--- src/rtl/pcm_voice_mixer_top_assert.svh ---
// Assertion macros shared by the mixer RTL.
`ifndef PCM_VOICE_MIXER_TOP_ASSERT_SVH
`define PCM_VOICE_MIXER_TOP_ASSERT_SVH
// Implication that must hold at every clock edge outside reset.
`define PVM_ASSERT_IMPL(lbl, clk_s, rst_s, ante, cons, msg) \
  lbl: assert property (@(posedge clk_s) disable iff (!rst_s) (ante) |-> (cons)) \
    else $error(msg);
// Implication checked in the cycle after its antecedent.
`define PVM_ASSERT_NEXT(lbl, clk_s, rst_s, ante, cons, msg) \
  lbl: assert property (@(posedge clk_s) disable iff (!rst_s) (ante) |=> (cons)) \
    else $error(msg);
`endif

--- src/rtl/pvm_pkg.sv ---
// ----------------------------------------------------------------------------
// pvm_pkg
// Constants, codes and the command/status types of the PCM voice mixer.
// ----------------------------------------------------------------------------
`default_nettype none
package pvm_pkg;
  localparam int MaxVoices    = 16;
  localparam int MaxSounds    = 64;
  localparam int SampleDepth  = 65536;
  localparam int FracBits     = 16;
  localparam int VoiceW       = $clog2(MaxVoices);
  localparam int SoundW       = 6;
  localparam int AddrW        = $clog2(SampleDepth);
  localparam int FillW        = AddrW + 1;
  localparam int CountW       = $clog2(MaxSounds + 1);
  localparam int StepW        = 20;
  localparam int PosW         = FillW + FracBits;

  localparam logic [2:0] OP_TICK   = 3'd0;
  localparam logic [2:0] OP_PLAY   = 3'd1;
  localparam logic [2:0] OP_STOP   = 3'd2;
  localparam logic [2:0] OP_LOAD   = 3'd3;
  localparam logic [2:0] OP_FINISH = 3'd4;

  localparam logic [2:0] ST_OK       = 3'd0;
  localparam logic [2:0] ST_NO_VOICE = 3'd1;
  localparam logic [2:0] ST_UNKNOWN  = 3'd2;
  localparam logic [2:0] ST_MEM_FULL = 3'd3;
  localparam logic [2:0] ST_TAB_FULL = 3'd4;

  // Commands from the controller to the datapath.
  typedef struct packed {
    logic                capture;   // latch the input item
    logic                do_stop;
    logic                do_load;
    logic                do_finish;
    logic                play_scan; // compare slot against request
    logic                play_commit;
    logic                set_step;  // store the step of a freshly started voice
    logic                rd_voice;  // table data back, issue the sample read
    logic                mix_voice; // add sample and update voice
    logic [VoiceW-1:0]   slot;
    logic                clr_result;
  } pvm_cmd_t;

  // Status from the datapath to the controller.
  typedef struct packed {
    logic [2:0] op;
    logic       known;     // play id below sound count
    logic       hit_found; // an active voice holds the id
    logic       free_found;
    logic       slot_active;
  } pvm_sts_t;
endpackage
`default_nettype wire

--- src/rtl/pvm_ctrl.sv ---
// ----------------------------------------------------------------------------
// pvm_ctrl
// Sequencer: takes an item, runs the mix pass over the voices, the play scan or the
// stop, load or finish update, then presents the result.
// ----------------------------------------------------------------------------
`default_nettype none
`include "pcm_voice_mixer_top_assert.svh"
module pvm_ctrl (
  input  wire logic              clk,
  input  wire logic              rst_n,
  input  wire logic              in_valid,
  output logic                   in_stall,
  output logic                   out_valid,
  input  wire logic              out_stall,
  output pvm_pkg::pvm_cmd_t      cmd,
  input  wire pvm_pkg::pvm_sts_t sts
);
  localparam logic [3:0] S_IDLE  = 4'd0;
  localparam logic [3:0] S_DISP  = 4'd1;
  localparam logic [3:0] S_RD    = 4'd2;
  localparam logic [3:0] S_MIX   = 4'd3;
  localparam logic [3:0] S_SCAN  = 4'd4;
  localparam logic [3:0] S_FRESH = 4'd5;
  localparam logic [3:0] S_DONE  = 4'd6;
  localparam logic [3:0] S_OUT   = 4'd7;
  localparam logic [3:0] S_ADDR  = 4'd8;

  localparam int VW = pvm_pkg::VoiceW;

  logic [3:0]    state_r, state_nxt;
  logic [VW-1:0] slot_r, slot_nxt;
  logic          last_slot;

  assign last_slot = slot_r == VW'(pvm_pkg::MaxVoices - 1);
  assign in_stall  = state_r != S_IDLE;
  assign out_valid = state_r == S_OUT;

  always_comb begin
    state_nxt = state_r;
    slot_nxt  = slot_r;
    cmd       = '0;
    cmd.slot  = slot_r;
    unique case (state_r)
      S_IDLE: begin
        cmd.capture = in_valid;
        if (in_valid) state_nxt = S_DISP;
      end
      S_DISP: begin
        cmd.clr_result = 1'b1;
        slot_nxt = '0;
        unique case (sts.op)
          pvm_pkg::OP_TICK:   state_nxt = S_RD;
          pvm_pkg::OP_PLAY:   state_nxt = S_SCAN;
          pvm_pkg::OP_STOP:   begin cmd.do_stop = 1'b0; state_nxt = S_DONE; end
          pvm_pkg::OP_LOAD:   state_nxt = S_DONE;
          pvm_pkg::OP_FINISH: state_nxt = S_DONE;
          default:            state_nxt = S_OUT;
        endcase
      end
      S_RD: begin
        state_nxt = S_ADDR;
      end
      S_ADDR: begin
        cmd.rd_voice = 1'b1;
        state_nxt = S_MIX;
      end
      S_MIX: begin
        cmd.mix_voice = 1'b1;
        if (last_slot) state_nxt = S_DONE;
        else begin
          slot_nxt  = slot_r + 1'b1;
          state_nxt = S_RD;
        end
      end
      S_SCAN: begin
        cmd.play_scan = 1'b1;
        if (last_slot) state_nxt = S_DONE;
        else slot_nxt = slot_r + 1'b1;
      end
      S_FRESH: begin
        cmd.set_step = 1'b1;
        state_nxt = S_OUT;
      end
      S_DONE: begin
        unique case (sts.op)
          pvm_pkg::OP_STOP:   cmd.do_stop = 1'b1;
          pvm_pkg::OP_LOAD:   cmd.do_load = 1'b1;
          pvm_pkg::OP_FINISH: cmd.do_finish = 1'b1;
          pvm_pkg::OP_PLAY:   cmd.play_commit = 1'b1;
          default:            cmd.do_stop = 1'b0;
        endcase
        if (sts.op == pvm_pkg::OP_PLAY) begin
          cmd.slot  = '0;
          state_nxt = S_FRESH;
        end else begin
          state_nxt = S_OUT;
        end
      end
      S_OUT: begin
        if (!out_stall) state_nxt = S_IDLE;
      end
      default: state_nxt = S_IDLE;
    endcase
  end

  always_ff @(posedge clk) begin
    if (!rst_n) begin
      state_r <= S_IDLE;
      slot_r  <= '0;
    end else begin
      state_r <= state_nxt;
      slot_r  <= slot_nxt;
    end
  end

  `PVM_ASSERT_IMPL(a_one_cmd, clk, rst_n, 1'b1,
    $onehot0({cmd.do_stop, cmd.do_load, cmd.do_finish, cmd.play_commit, cmd.mix_voice}),
    "more than one datapath command")
  `PVM_ASSERT_NEXT(a_out_hold, clk, rst_n, out_valid && out_stall, out_valid,
    "result withdrawn while stalled")
  `PVM_ASSERT_IMPL(a_no_take_busy, clk, rst_n, cmd.capture, state_r == S_IDLE,
    "item captured while busy")
endmodule
`default_nettype wire

--- config.mk ---
export PLATFORM = sky130hd
export DESIGN_NAME = pvm_ctrl
export DESIGN_NICKNAME = d
export VERILOG_FILES = /design/src/rtl/pvm_pkg.sv /design/src/rtl/pvm_ctrl.sv
export VERILOG_INCLUDE_DIRS = /design/src /design/src/rtl
export SDC_FILE = /design/constraint.sdc
export NUM_CORES = 1
export LEC_CHECK = 0
export CORE_UTILIZATION = 50
export DETAILED_ROUTE_END_ITERATION = 10
export DONT_BUFFER_PORTS = 1
export GPL_ROUTABILITY_DRIVEN = 0
export PLACE_DENSITY = 0.7
export SYNTH_ARGS = -nofsm -noshare
export SYNTH_HDL_FRONTEND = slang
export SYNTH_SLANG_ARGS = --single-unit
export TNS_END_PERCENT = 5
--- constraint.sdc ---
create_clock -name clk -period 3.45 [get_ports clk]
set_clock_uncertainty 0.1 [all_clocks]
set_input_delay 0.1725 -clock clk [delete_from_list [all_inputs] [get_ports clk]]
set_output_delay 0.1725 -clock clk [all_outputs]
set_load 0.01 [all_outputs]
# Word-level counts from Yosys, hierarchy flattened
# Index checks and enable logic that the tools add are counted.
# op_classes
add_sub_neg	1
n_eq_ne	17
mux	24
reduce_logical	8
# op_table
cell	count
4-bit one-hot mux with 9 select lines	1
4-bit two-way mux	6
4-bit by 3-bit == test with 1-bit output (second input constant)	4
1-bit two-way mux	12
3-bit one-hot mux with 3 select lines	1
4-bit by 2-bit == test with 1-bit output (second input constant)	2
4-bit == test (second input constant)	2
2-bit inequality test (second input constant)	4
4-bit one-hot mux with 2 select lines	1
3-bit by 2-bit == test with 1-bit output (second input constant)	2
4-bit by 1-bit adder with 4-bit output (second input constant)	1
4-bit by 1-bit == test with 1-bit output (second input constant)	1
4-bit logical NOT	1
2-bit two-way mux	2
4-bit nonzero test	1
3-bit by 1-bit == test with 1-bit output (second input constant)	1
3-bit == test (second input constant)	1
3-bit logical NOT	1
3-bit two-way mux	1
3-bit AND reduction	1
3-bit OR reduction	1
2-bit AND reduction	1
2-bit nonzero test	1
2-bit OR reduction	1
# totals
reg_bits	8
in_bits	11
wordCells	52

# Logic depth before layout (Yosys ltp)
# Gate-level depths: netlist of the first run.
# depth
ltp_word	4
ltp_mapped	6
depth_no_buf	5

# Worst setup path after synthesis of the first run
# Ideal clock, no wire load.
# synth_timing
path_kind	register to register
startpoint	register state_r[2]
endpoint	register state_r[0]
t_arrival_ns	1.294
path_slack_ns	1.938
path_stages_with_launch	6
path_buffers	1
period_less_slack_ns	1.512
path_cell_list	dfxtp_1 buf_6 or4_1 a2bb2oi_1 nand4_1 o21ai_1
# synth_via
elab_chain_len	3
# synth_rtl
element	line	text
from (decl)	pvm_ctrl.sv:30	logic [3:0] state_r, state_nxt;
from (signal assigned)	pvm_ctrl.sv:111	state_r <= state_nxt;
4-bit by 3-bit == test with 1-bit output or 4-bit logical NOT (tied branches)	pvm_ctrl.sv:43	unique case (state_r)
2-bit inequality test (no source line)	n/a	
3-bit AND reduction (no source line)	n/a	
# Several ways; a longest one is shown, not always the timed one.
# A chain may end at the register's enable or synchronous reset.

==> out/summary.md, run 1 <==
After floorplanning, the core was divided into 12 placement rows. By count the netlist is led by 8 x sky130_fd_sc_hd__dfxtp_1, 7 x sky130_fd_sc_hd__a21oi_1, 6 x sky130_fd_sc_hd__inv_1. The count of nets left with antenna violations once routing finished came out at 0.

The tools report the number of hold-slack violations in the final timing report as 0. The source-to-sink clock delay at the later pin of the worst-skew pair was 0.26 ns; the largest voltage drop on the vdd net was 446 uV. The number of enable-type register cells in the synthesized netlist was 0; the sum of negative setup slack was 0 ns. Subtracting the final worst setup slack from the clock period gives 2.04 ns.

STA classifies the critical path startpoint as a register. The netlist uses 43 different library cells. The total count of max-transition violations in the final report was 0.

Synthesis handed over a netlist of 87 instances. Setup violations remaining at the end of the flow were counted as 0. In this run the cell area measured after placement is 667 sq um. The count of buffers from port buffering is 0.

The worst setup path is captured at a primary output. Synthesis inferred 8 register bits. The run finished with clean final reports.

The number of maximum-capacitance violations came out at 0. The area occupied by multi-input gates is 467 sq um, and the area added between synthesis and finish is 3.47%. Entering global routing, the biggest net connects 21 pins.

The number of global-route vias before repair was 539; the violation count after the first detailed-routing iteration was 9. Achievable clock frequency: 0.490 GHz. The top flip-flop cell by instance count after synthesis was sky130_fd_sc_hd__dfxtp_1. For the final net count, the log shows 100. Counting along the longest clock path gives a buffer depth of 2. For the remaining global-route overflow, the log shows 0. The max-slew headroom at the worst pin is 0.610, and the number of filler cells placed in the layout is 117. Share of final-layout standard cells stronger than drive strength 1: 0.128. The tools report the number of antenna violations at the first check in global routing as 0.

The pre-antenna-repair detailed-routing pass consisted of 4 iterations. The clock-pin slew of the registers on the worst-case setup and hold paths came out at 0.05 ns. The data required time at the worst endpoint is 3.18 ns, and the summed instance area of the synthesized netlist is 686 sq um. After synthesis, the mean cell area works out to 7.88 sq um. The tools report the number of buffers created by CTS as 3.

By startpoint and endpoint, the worst setup path is classified as reg -> out. Timing analysis after detailed placement gives a worst setup slack of 1.66 ns. The area enclosed by the die boundary came out at 1520 sq um.

The largest total area in the synthesized netlist belongs to sky130_fd_sc_hd__dfxtp_1. After floorplanning, the core was sized to cover 1190 sq um. The routed layout has 626 vias. In the final routed layout, each cell accounts on average for 13.9 um. The cell sitting at the root of the clock tree is a sky130_fd_sc_hd__clkbuf_4. The tools report the total global-route track usage as 0.234.

The final worst slack is 1.41 ns, and the deepest level of the CTS H-tree is 1. Portion of synthesized cell area occupied by the leading cell type: 0.234. The power density of the placed cells works out to 632 nW/um^2. The dominant cell by count in the synthesized netlist was sky130_fd_sc_hd__dfxtp_1.

The ratio of final minimum period to clock period was 0.592; the net count after synthesis was 99. Along the worst path, the maximum fanout reaches 20. The repair_antennas step left the layout with diodes totalling 0. The logs give 160 sq um for the footprint of the flip-flops and latches and 709 sq um for the post-route cell area. For the aggregate routed wire length, the log shows 1390 um. The tools report the number of warnings reported in the yosys synthesis log as 0. The class of the worst hold path was in -> reg.

TritonCTS built the clock tree. Setup repair after global routing left no endpoint under its margin. The async set-or-reset flop fraction in the synthesized netlist came out at 0. The run gives 0.578 as the starting density of the core.

The logs give 8 for the number of sinks handled by clock tree synthesis and 987 um for the post-DP HPWL. Leakage power total: 0.000285 uW. The die span in y was 39.0 um. For the portion of the post-synthesis area used by sequential elements, the log shows 0.234. By area the synthesized netlist is led by sky130_fd_sc_hd__dfxtp_1 23%, sky130_fd_sc_hd__a21oi_1 5.1%, sky130_fd_sc_hd__and2_1 3.6%, sky130_fd_sc_hd__inv_1 3.3%, sky130_fd_sc_hd__and4b_1 2.9%.

The slew of the pin with the lowest slew margin was 0.585 ns. The logs give 2370 um for the wire length of the first global-routing pass and 0 for the post-cts sizing count. The via density per instance was 6.26; the residual DRC count was 0. At the worst endpoint, the arrival time is 1.77 ns. Measured along the x axis, the die boundary spans 39.0 um. The logs give 448 uW for the total power of the final layout and 27 for the count of pins on the block boundary.
## power breakdown
group | switching, uW | total [uW] | internal, uW
Clock | 31.5 | 71.3 | 39.8
Combinational | 101 | 198 | 97.1
Sequential | 65.1 | 179 | 113
Total | 198 | 448 | 250
## kinds of logic (layout without fill, tap and decap cells)
family,count (synthesis),after routing,share of synthesized area
AOI/OAI and AO/OA,24,24,0.239
adders and majority gates,1,1,0.0182
DFF,8,8,0.234
and+or+nand+nor,41,41,0.407
buffers and inverters,12,11,0.0858
muxes,1,1,0.0164
## registers in the layout, summed over array words and instances, names as in the netlist
signal / flops
state_r: 4
slot_r: 4
## cells in the final DEF (no fill, tap or decap), types with 3 or more instances in the layout
cell	instances
sky130_fd_sc_hd__a21oi_1	7
sky130_fd_sc_hd__o21ai_0	3
sky130_fd_sc_hd__and2_1	4
sky130_fd_sc_hd__nor2_1	5
sky130_fd_sc_hd__dfxtp_1	8
sky130_fd_sc_hd__nand2b_1	3
sky130_fd_sc_hd__clkbuf_4	3
sky130_fd_sc_hd__nand2_1	4
sky130_fd_sc_hd__nor3_1	3
sky130_fd_sc_hd__and3_1	3
sky130_fd_sc_hd__inv_1	6
## per-layer routing
layer	up-vias	GRT usage	wire length (um)
li1	320	-	-
met1	284	0.311	698
met2	20	0.321	582
met3	2	0.116	94
met4	0	0.0776	11
met5	-	0	0
## worst max-delay path: stages (launching register included)
cell,delay (ns)
sky130_fd_sc_hd__dfxtp_1,0.69
sky130_fd_sc_hd__nand2b_1,0.19
sky130_fd_sc_hd__nor2_1,0.28
sky130_fd_sc_hd__nand2_1,0.15
sky130_fd_sc_hd__and2_1,0.22
## per-stage QoR
| stage | utilization | hold slack, ns | cells |
|---|---|---|---|
| global placement | 0.562 | 0.194 | 95 |
| CTS | 0.598 | 0.0385 | 100 |
| detailed placement | 0.562 | 0.197 | 95 |
| global route | 0.598 | 0.0447 | 100 |
| finish | 0.598 | 0.0409 | 100 |
| floorplan | - | 0.190 | 87 |
## final timing paths
check / slack [ns] / endpoint / startpoint / cells past startpoint
setup / recovery: 1.41 / cmd[2] / state_r[2] / 4
hold / removal: 0.04 / state_r[3] / out_stall / 3
setup reg to reg: 1.63 / slot_r[3] / state_r[2] / 4
hold reg to reg: 0.43 / slot_r[3] / slot_r[3] / 2
## cell type report
cell class | instances | share of cell area
repair buffers | 2 | 0.0282
well taps | 14 | 0.0247
flip-flops and latches | 8 | 0.226
multi-input cells | 67 | 0.658
inverters | 6 | 0.0317
clock buffers | 3 | 0.0317
## timing repair
action	in CTS	in global routing
endpoints found under the hold margin	8	0
hold buffers	2	0
buffers inserted	0	0
No activity file was read; power rests on OpenSTA's default activity.
==> run 2, diff against run 1 <==
==> constraint.sdc (replaced) <==
create_clock -name clk -period 1.9 [get_ports clk]
set_clock_uncertainty 0.1 [all_clocks]
set_input_delay 0.095 -clock clk [delete_from_list [all_inputs] [get_ports clk]]
set_output_delay 0.095 -clock clk [all_outputs]
set_load 0.01 [all_outputs]
==> run 2 against run 1 <==
Net effect: design area is 6.7% higher; sequential power is 55% higher; critical path depth stayed put; clock power is 94% higher; final cell count is 6.0% higher; sequential share of layout area is 1.4 points lower; routed wire length is 2.6% higher; global-route usage is 1.2 points lower.
==> out/summary.md, run 2 (synthesis results as in run 1) <==
The run finished with clean final reports. The number of clock buffers added by TritonCTS is 3. After detailed routing, the total wire length is 1420 um. The ratio of final minimum period to clock period is 0.943. The worst-case IR drop observed on VDD is 654 uV. The run gives 0.000316 uW as the leakage power total.

In the final routed layout, each cell accounts on average for 13.4 um. The maximum net fanout on the critical path came out at 9. After routing the design area is 757 sq um. For the standard cell core area, the log shows 1190 sq um. The highest cell delay on the worst timing path was 0.50 ns; the shortest period the worst path allows was 1.79 ns.

Summed over all layers, the global routing overflow is 0. TritonCTS built the clock tree. The first TritonRoute pass finished after 3 iterations.

Number of antenna violations at the first check in global routing: 0. The deepest level of the CTS H-tree came out at 1. The worst setup path is of the reg -> out kind. Setup repair after global routing left no endpoint under its margin.

The sequential cells in the finished layout cover a total of 160 sq um. The run gives 0 as the count of nets left with antenna violations after detail routing. For this design the top-level I/O count stands at 27.

Data arrives at the worst endpoint at 1.60 ns. The number of hold-slack violations in the final timing report is 0, and the max-slew headroom at the worst pin is 0.752. For this design the ratio of total power to cell area is 1170 nW/um^2. The total count of max-transition violations in the final report was 0; the number of setup buffers added after CTS was 0. The area growth from synthesis to layout is 10.4%.

The total global-route track usage was 0.222; the total power of the final layout was 889 uW. The share of final-layout standard cells stronger than drive strength 1 works out to 0.196. The endpoint kind of the worst setup timing path is a primary output. Class of the worst hold path: in -> reg. Setup slack on the critical path of the routed design comes to 0.108 ns.

Buffers placed on the I/O ports in this run total 0. Counting along the longest clock path gives a buffer depth of 2. The number of sinks handled by clock tree synthesis was 8. In the layout the commonest cells are 8 x sky130_fd_sc_hd__dfxtp_1, 7 x sky130_fd_sc_hd__a21oi_1, 6 x sky130_fd_sc_hd__inv_1, 6 x sky130_fd_sc_hd__buf_4. The buffer type at the clock tree root was sky130_fd_sc_hd__clkbuf_4. The library cell used most frequently in the layout, excluding fill and tap cells, is sky130_fd_sc_hd__dfxtp_1.

The cell family contributing the most delay on the critical path is simple AND/OR/NAND/NOR gates. The achievable clock frequency was 0.558 GHz. The worst slack at placement is 0.317 ns, and the source-to-sink clock delay at the later pin of the worst-skew pair is 0.26 ns.

The via density per instance came out at 5.98. In the final layout, the multi-input gates occupy 469 sq um. The die is 39.0 um tall. In this run the horizontal extent of the chip is 39.0 um. Residual DRC count: 0. On the critical path, the stage with the largest delay is an instance of sky130_fd_sc_hd__or4_1. Summed over all failing endpoints, the final setup total negative slack is 0 ns. For the pin with the worst max-slew slack, the measured transition is 0.371 ns.

The final net count was 106. The data required time at the worst endpoint was 1.70 ns. The number of buffer and inverter instances along the worst setup path was 2; the post-DP HPWL was 1030 um. The routed layout has 634 vias. The first routing iteration left 10 violations.

Clock-pin slew was measured on the worst setup and hold paths at 0.06 ns. Summing all placed instances gives a cell area of 712 sq um. The tools report the starting density of the core as 0.578. STA classifies the critical path startpoint as a register. Counting the fill cells in the layout gives 119. Setup violations remaining at the end of the flow were counted as 0. The run gives 1520 sq um as the area enclosed by the die boundary.

The most numerous cell type found on the critical path is sky130_fd_sc_hd__buf_4. Max-cap violations in this run came to 0. The number of global-route vias before repair came out at 536.

The signal on the critical path passes through buf_4 -> or4_1 -> buf_4 -> nor2_2. The first global-routing pass estimated 2210 um of wire. Entering global routing, the biggest net connects 13 pins.

The largest registers in the layout are slot_r (4), state_r (4). The number of antenna diodes in the final layout is 0. The floorplan has 12 rows.
[run 2: area by class of cell]
class | count | share of cell area
inverters | 6 | 0.0298
well taps | 14 | 0.0231
repair buffers | 8 | 0.0860
flip-flops and latches | 8 | 0.212
clock buffers | 3 | 0.0298
multi-input cells | 67 | 0.620
[run 2: per-layer routing]
metal / share of wire / wire (um) / global-route usage / vias to the layer above
met5: 0 / 0 / 0 / -
met3: 0.037 / 53 / 0.0520 / 4
li1: - / - / - / 333
met2: 0.42 / 601 / 0.329 / 16
met1: 0.50 / 717 / 0.267 / 281
met4: 0.035 / 50 / 0.181 / 0
[run 2: worst register-to-register path, cell delays in order, from the launching register on]
cell and delay [ns]:
sky130_fd_sc_hd__dfxtp_1 0.54, sky130_fd_sc_hd__and3b_1 0.25, sky130_fd_sc_hd__o211ai_2 0.15, sky130_fd_sc_hd__or3_1 0.37
sky130_fd_sc_hd__a21oi_1 0.14
[run 2: repair_timing]
| action | in CTS | in global routing |
|---|---|---|
| hold buffers | 2 | 0 |
| endpoints found under the setup margin | 0 | 1 |
| hold endpoints to repair | 8 | 0 |
| resized for setup | 0 | 1 |
[run 2: path summary, 6_finish.rpt]
path           endpoint       start  cells after the start  slack, ns
min reg2reg   slot_r[3]   slot_r[3]                      2       0.43
max             cmd[13]  state_r[2]                      4       0.11
max reg2reg   slot_r[3]  state_r[1]                      4       0.29
min          state_r[1]    in_valid                      3       0.08
[run 2: power by group]
group	switching (uW)	internal [uW]	leakage (uW)
clock	65.2	72.8	0.0000138
combinational	239	235	0.000237
sequential	70.5	206	0.0000653
[run 2: per-stage QoR]
step	utilization	cells	hold WS, ns
6_report	0.638	106	0.0754
3_3_place_gp	0.600	101	0.116
4_1_cts	0.636	106	0.0693
2_1_floorplan	-	87	0.112
5_1_grt	0.638	106	0.106
3_5_place_dp	0.600	101	0.120
==> run 3, diff against run 2 <==
--- a/config.mk
+++ b/config.mk
@@ -6,11 +6,11 @@
 export SDC_FILE = /design/constraint.sdc
 export NUM_CORES = 1
 export LEC_CHECK = 0
-export CORE_UTILIZATION = 50
+export BUFFER_PORTS_ARGS = -buffer_cell sky130_fd_sc_hd__buf_2
+export CORE_UTILIZATION = 42
 export DETAILED_ROUTE_END_ITERATION = 10
-export DONT_BUFFER_PORTS = 1
 export GPL_ROUTABILITY_DRIVEN = 0
-export PLACE_DENSITY = 0.7
+export PLACE_DENSITY = 0.78
 export SYNTH_ARGS = -nofsm -noshare
 export SYNTH_HDL_FRONTEND = slang
 export SYNTH_SLANG_ARGS = --single-unit
==> constraint.sdc (replaced) <==
create_clock -name clk -period 1.45 [get_ports clk]
set_clock_uncertainty 0.1 [all_clocks]
set_input_delay 0.0725 -clock clk [delete_from_list [all_inputs] [get_ports clk]]
set_output_delay 0.0725 -clock clk [all_outputs]
set_load 0.01 [all_outputs]
==> run 3 against run 2 <==
Net effect: the run now ends with setup timing left; utilization increased by 7.6 points; design area increased by 44%; setup slack got worse by 0.30 ns; global-route usage increased by 0.72 points; clock power increased by 22%; critical path depth unchanged; sequential share of layout area decreased by 5.4 points; sequential cell count unchanged; worst hold slack got worse by 0.069 ns; first-iteration DRC count increased by 10%; count of clock-buffer cells in the layout unchanged; highest routed layer unchanged.
==> out/summary.md, run 3 (synthesis results as in run 1) <==
Relative to the synthesized area, the layout overhead comes to 58.8%. Pin placement for this block handled 27 I/O pins. Data on the critical path arrives at its endpoint at 1.47 ns.

TritonCTS built the clock tree. The layout has 119 filler cells. Timing would allow up to 0.607 GHz. The floorplan step set the die height to 42.4 um.

Startpoint-to-endpoint class of the critical path: reg -> out. The clock-pin slew of the registers on the worst-case setup and hold paths works out to 0.06 ns. The final net count came out at 144.

The leakage power total is 0.000526 uW. The routed design could run at a clock period as short as 1.65 ns. Input and output buffers added on the ports amount to 22. Portion of total power attributed to sequential cells: 0.221. Setup violations remaining at the end of the flow were counted as 19. The max-slew headroom at the worst pin was 0.699; the slew of the pin with the lowest slew margin was 0.451 ns. The final worst slack is -0.196 ns. Following the worst setup path forward leads to its endpoint at cmd[13]. Maximum net fanout on the critical path: 7. The deepest level of the CTS H-tree was 1.

For the worst slack at placement, the log shows -0.148 ns. The run gives 0.104 as the clock power share. Max-cap violations in this run came to 0. For the logic gate share of total power, the log shows 0.675.

The detail route stage leaves a number of antenna-violating nets equal to 0. The startpoint identified for the worst register-to-register timing path is state_r[1]. The critical path starts at state_r[1]. The share of final-layout standard cells stronger than drive strength 1 came out at 0.562. The floorplan has 14 rows.

The checks that failed: setup timing. The first detailed-routing pass ran for 4 iterations. The top cell types in the final layout, fill and taps aside, are 21 x sky130_fd_sc_hd__buf_2, 21 x sky130_fd_sc_hd__buf_4, 7 x sky130_fd_sc_hd__a21oi_1. The share of total power consumed by net switching is 0.405, and the internal power is 965 uW. The number of buffers created by CTS came out at 3. For the net switching power of the design, the log shows 657 uW. Setup repair after global routing could not meet its margin everywhere. Entering global routing, the biggest net connects 11 pins.

The routed length per instance is 14.0 um. The die width is 42.4 um. The tools report the end of the worst register-to-register path as slot_r[3].

The worst setup path is captured at a primary output. Using the TritonRoute via totals, the vias-per-cell ratio works out to 6.08. The worst-case reg-to-reg path depth was 5; the largest voltage drop on the vdd net was 796 uV. At the worst endpoint, the required time is 1.28 ns. In the final layout, the registers with the most flip-flops are slot_r (4), state_r (4). The tools report the number of hold-slack violations in the final timing report as 0.

The ratio of final minimum period to clock period is 1.14, and the aggregate routed wire length is 2050 um. The clock passes through at most 2 buffers. The total count of max-transition violations in the final report was 0; the total vias in the final route was 888.

The logs give 0 for the residual DRC count and 0 for the remaining global-route overflow. The logs give 0.714 for the post-layout utilization of the core and 3190 um for the wire length of the first global-routing pass. In this run, the number of DRC markers left after iteration 0 of detailed routing was 11. The floorplan step defined a die boundary enclosing 1800 sq um.

Starting density of the core: 0.450. In this run the power density over the cells is 1490 nW/um^2. The later pin in the worst-skew pair is clocked with a latency of 0.25 ns. After floorplanning, the core was sized to cover 1520 sq um. 0 antenna diodes ended up in the layout.

The tools report the number of antenna violations at the first check in global routing as 0. Setup slack on the worst reg-to-reg path comes out at -0.10 ns. Once detailed placement completed, the half-perimeter wirelength came to 1420 um. Number of sinks handled by clock tree synthesis: 8. Critical path startpoint category: a register.

The total global-route track usage came out at 0.229. The run finished, with violations left. In this run the worst hold path is classified as in -> reg. The number of global-route vias before repair came out at 753. Buffer type at the clock tree root: sky130_fd_sc_hd__clkbuf_4.
run 3: area by class of cell:
class                   instances  area (sq um)  share of cell area
multi-input cells              67           544               0.500
flip-flops and latches          8           171               0.157
inverters                       6          22.5              0.0207
repair buffers                 46           308               0.283
clock buffers                   3          22.5              0.0207
well taps                      16          20.0              0.0184
run 3: per-stage QoR:
| stage | hold slack, ns | instance area, sq um | TNS, ns | instances | total power, uW |
|---|---|---|---|---|---|
| floorplan | 0.0899 | 704 | -0.00623 | 87 | 890 |
| global placement | 0.263 | 961 | -0.328 | 141 | 1230 |
| detailed placement | 0.264 | 961 | -0.749 | 141 | 1250 |
| CTS | 0.00333 | 1040 | -1.88 | 146 | 1510 |
| global route | 0.0169 | 1090 | -2.59 | 146 | 1730 |
| finish | 0.00667 | 1090 | -1.27 | 146 | 1620 |
run 3: repair_timing:
action                                  4_1_cts  5_1_grt
pin swaps                                     6        5
endpoints found under the setup margin       23       22
gates cloned                                  0        0
buffers inserted                              2        0
hold buffers                                  0        0
gates resized for setup                      13        9
run 3: worst min path at each step:
stage | startpoint | endpoint | slack [ns] | depth (start not counted)
2_1_floorplan | rst_n | slot_r[0] | 0.09 | 1
3_5_place_dp | out_stall | state_r[1] | 0.26 | 3
4_1_cts | rst_n | slot_r[0] | 0.003 | 2
3_3_place_gp | out_stall | state_r[1] | 0.26 | 3
6_report | rst_n | slot_r[0] | 0.007 | 2
5_1_grt | rst_n | slot_r[0] | 0.02 | 2
run 3: routing by layer:
metal / wire length, um / global-route usage / vias up
li1: - / - / 412
met1: 875 / 0.298 / 421
met2: 1010 / 0.360 / 46
met3: 110 / 0.0259 / 9
met4: 53 / 0.138 / 0
met5: 0 / 0 / -
run 3: power by group through the flow:
stage          registers [uW]  clock network, uW  logic (uW)
5_1_grt                   363                187        1180
4_1_cts                   339                173         993
3_5_place_dp              339                  0         915
3_3_place_gp              334                  0         893
6_report                  359                168        1090
2_1_floorplan             309                  0         581
run 3: worst max-delay path, stage by stage (launching register included):
cell and delay (ns):
sky130_fd_sc_hd__dfxtp_4 0.36, sky130_fd_sc_hd__or4_4 0.55, sky130_fd_sc_hd__buf_6 0.13, sky130_fd_sc_hd__nor2_2 0.06, sky130_fd_sc_hd__buf_2 0.12
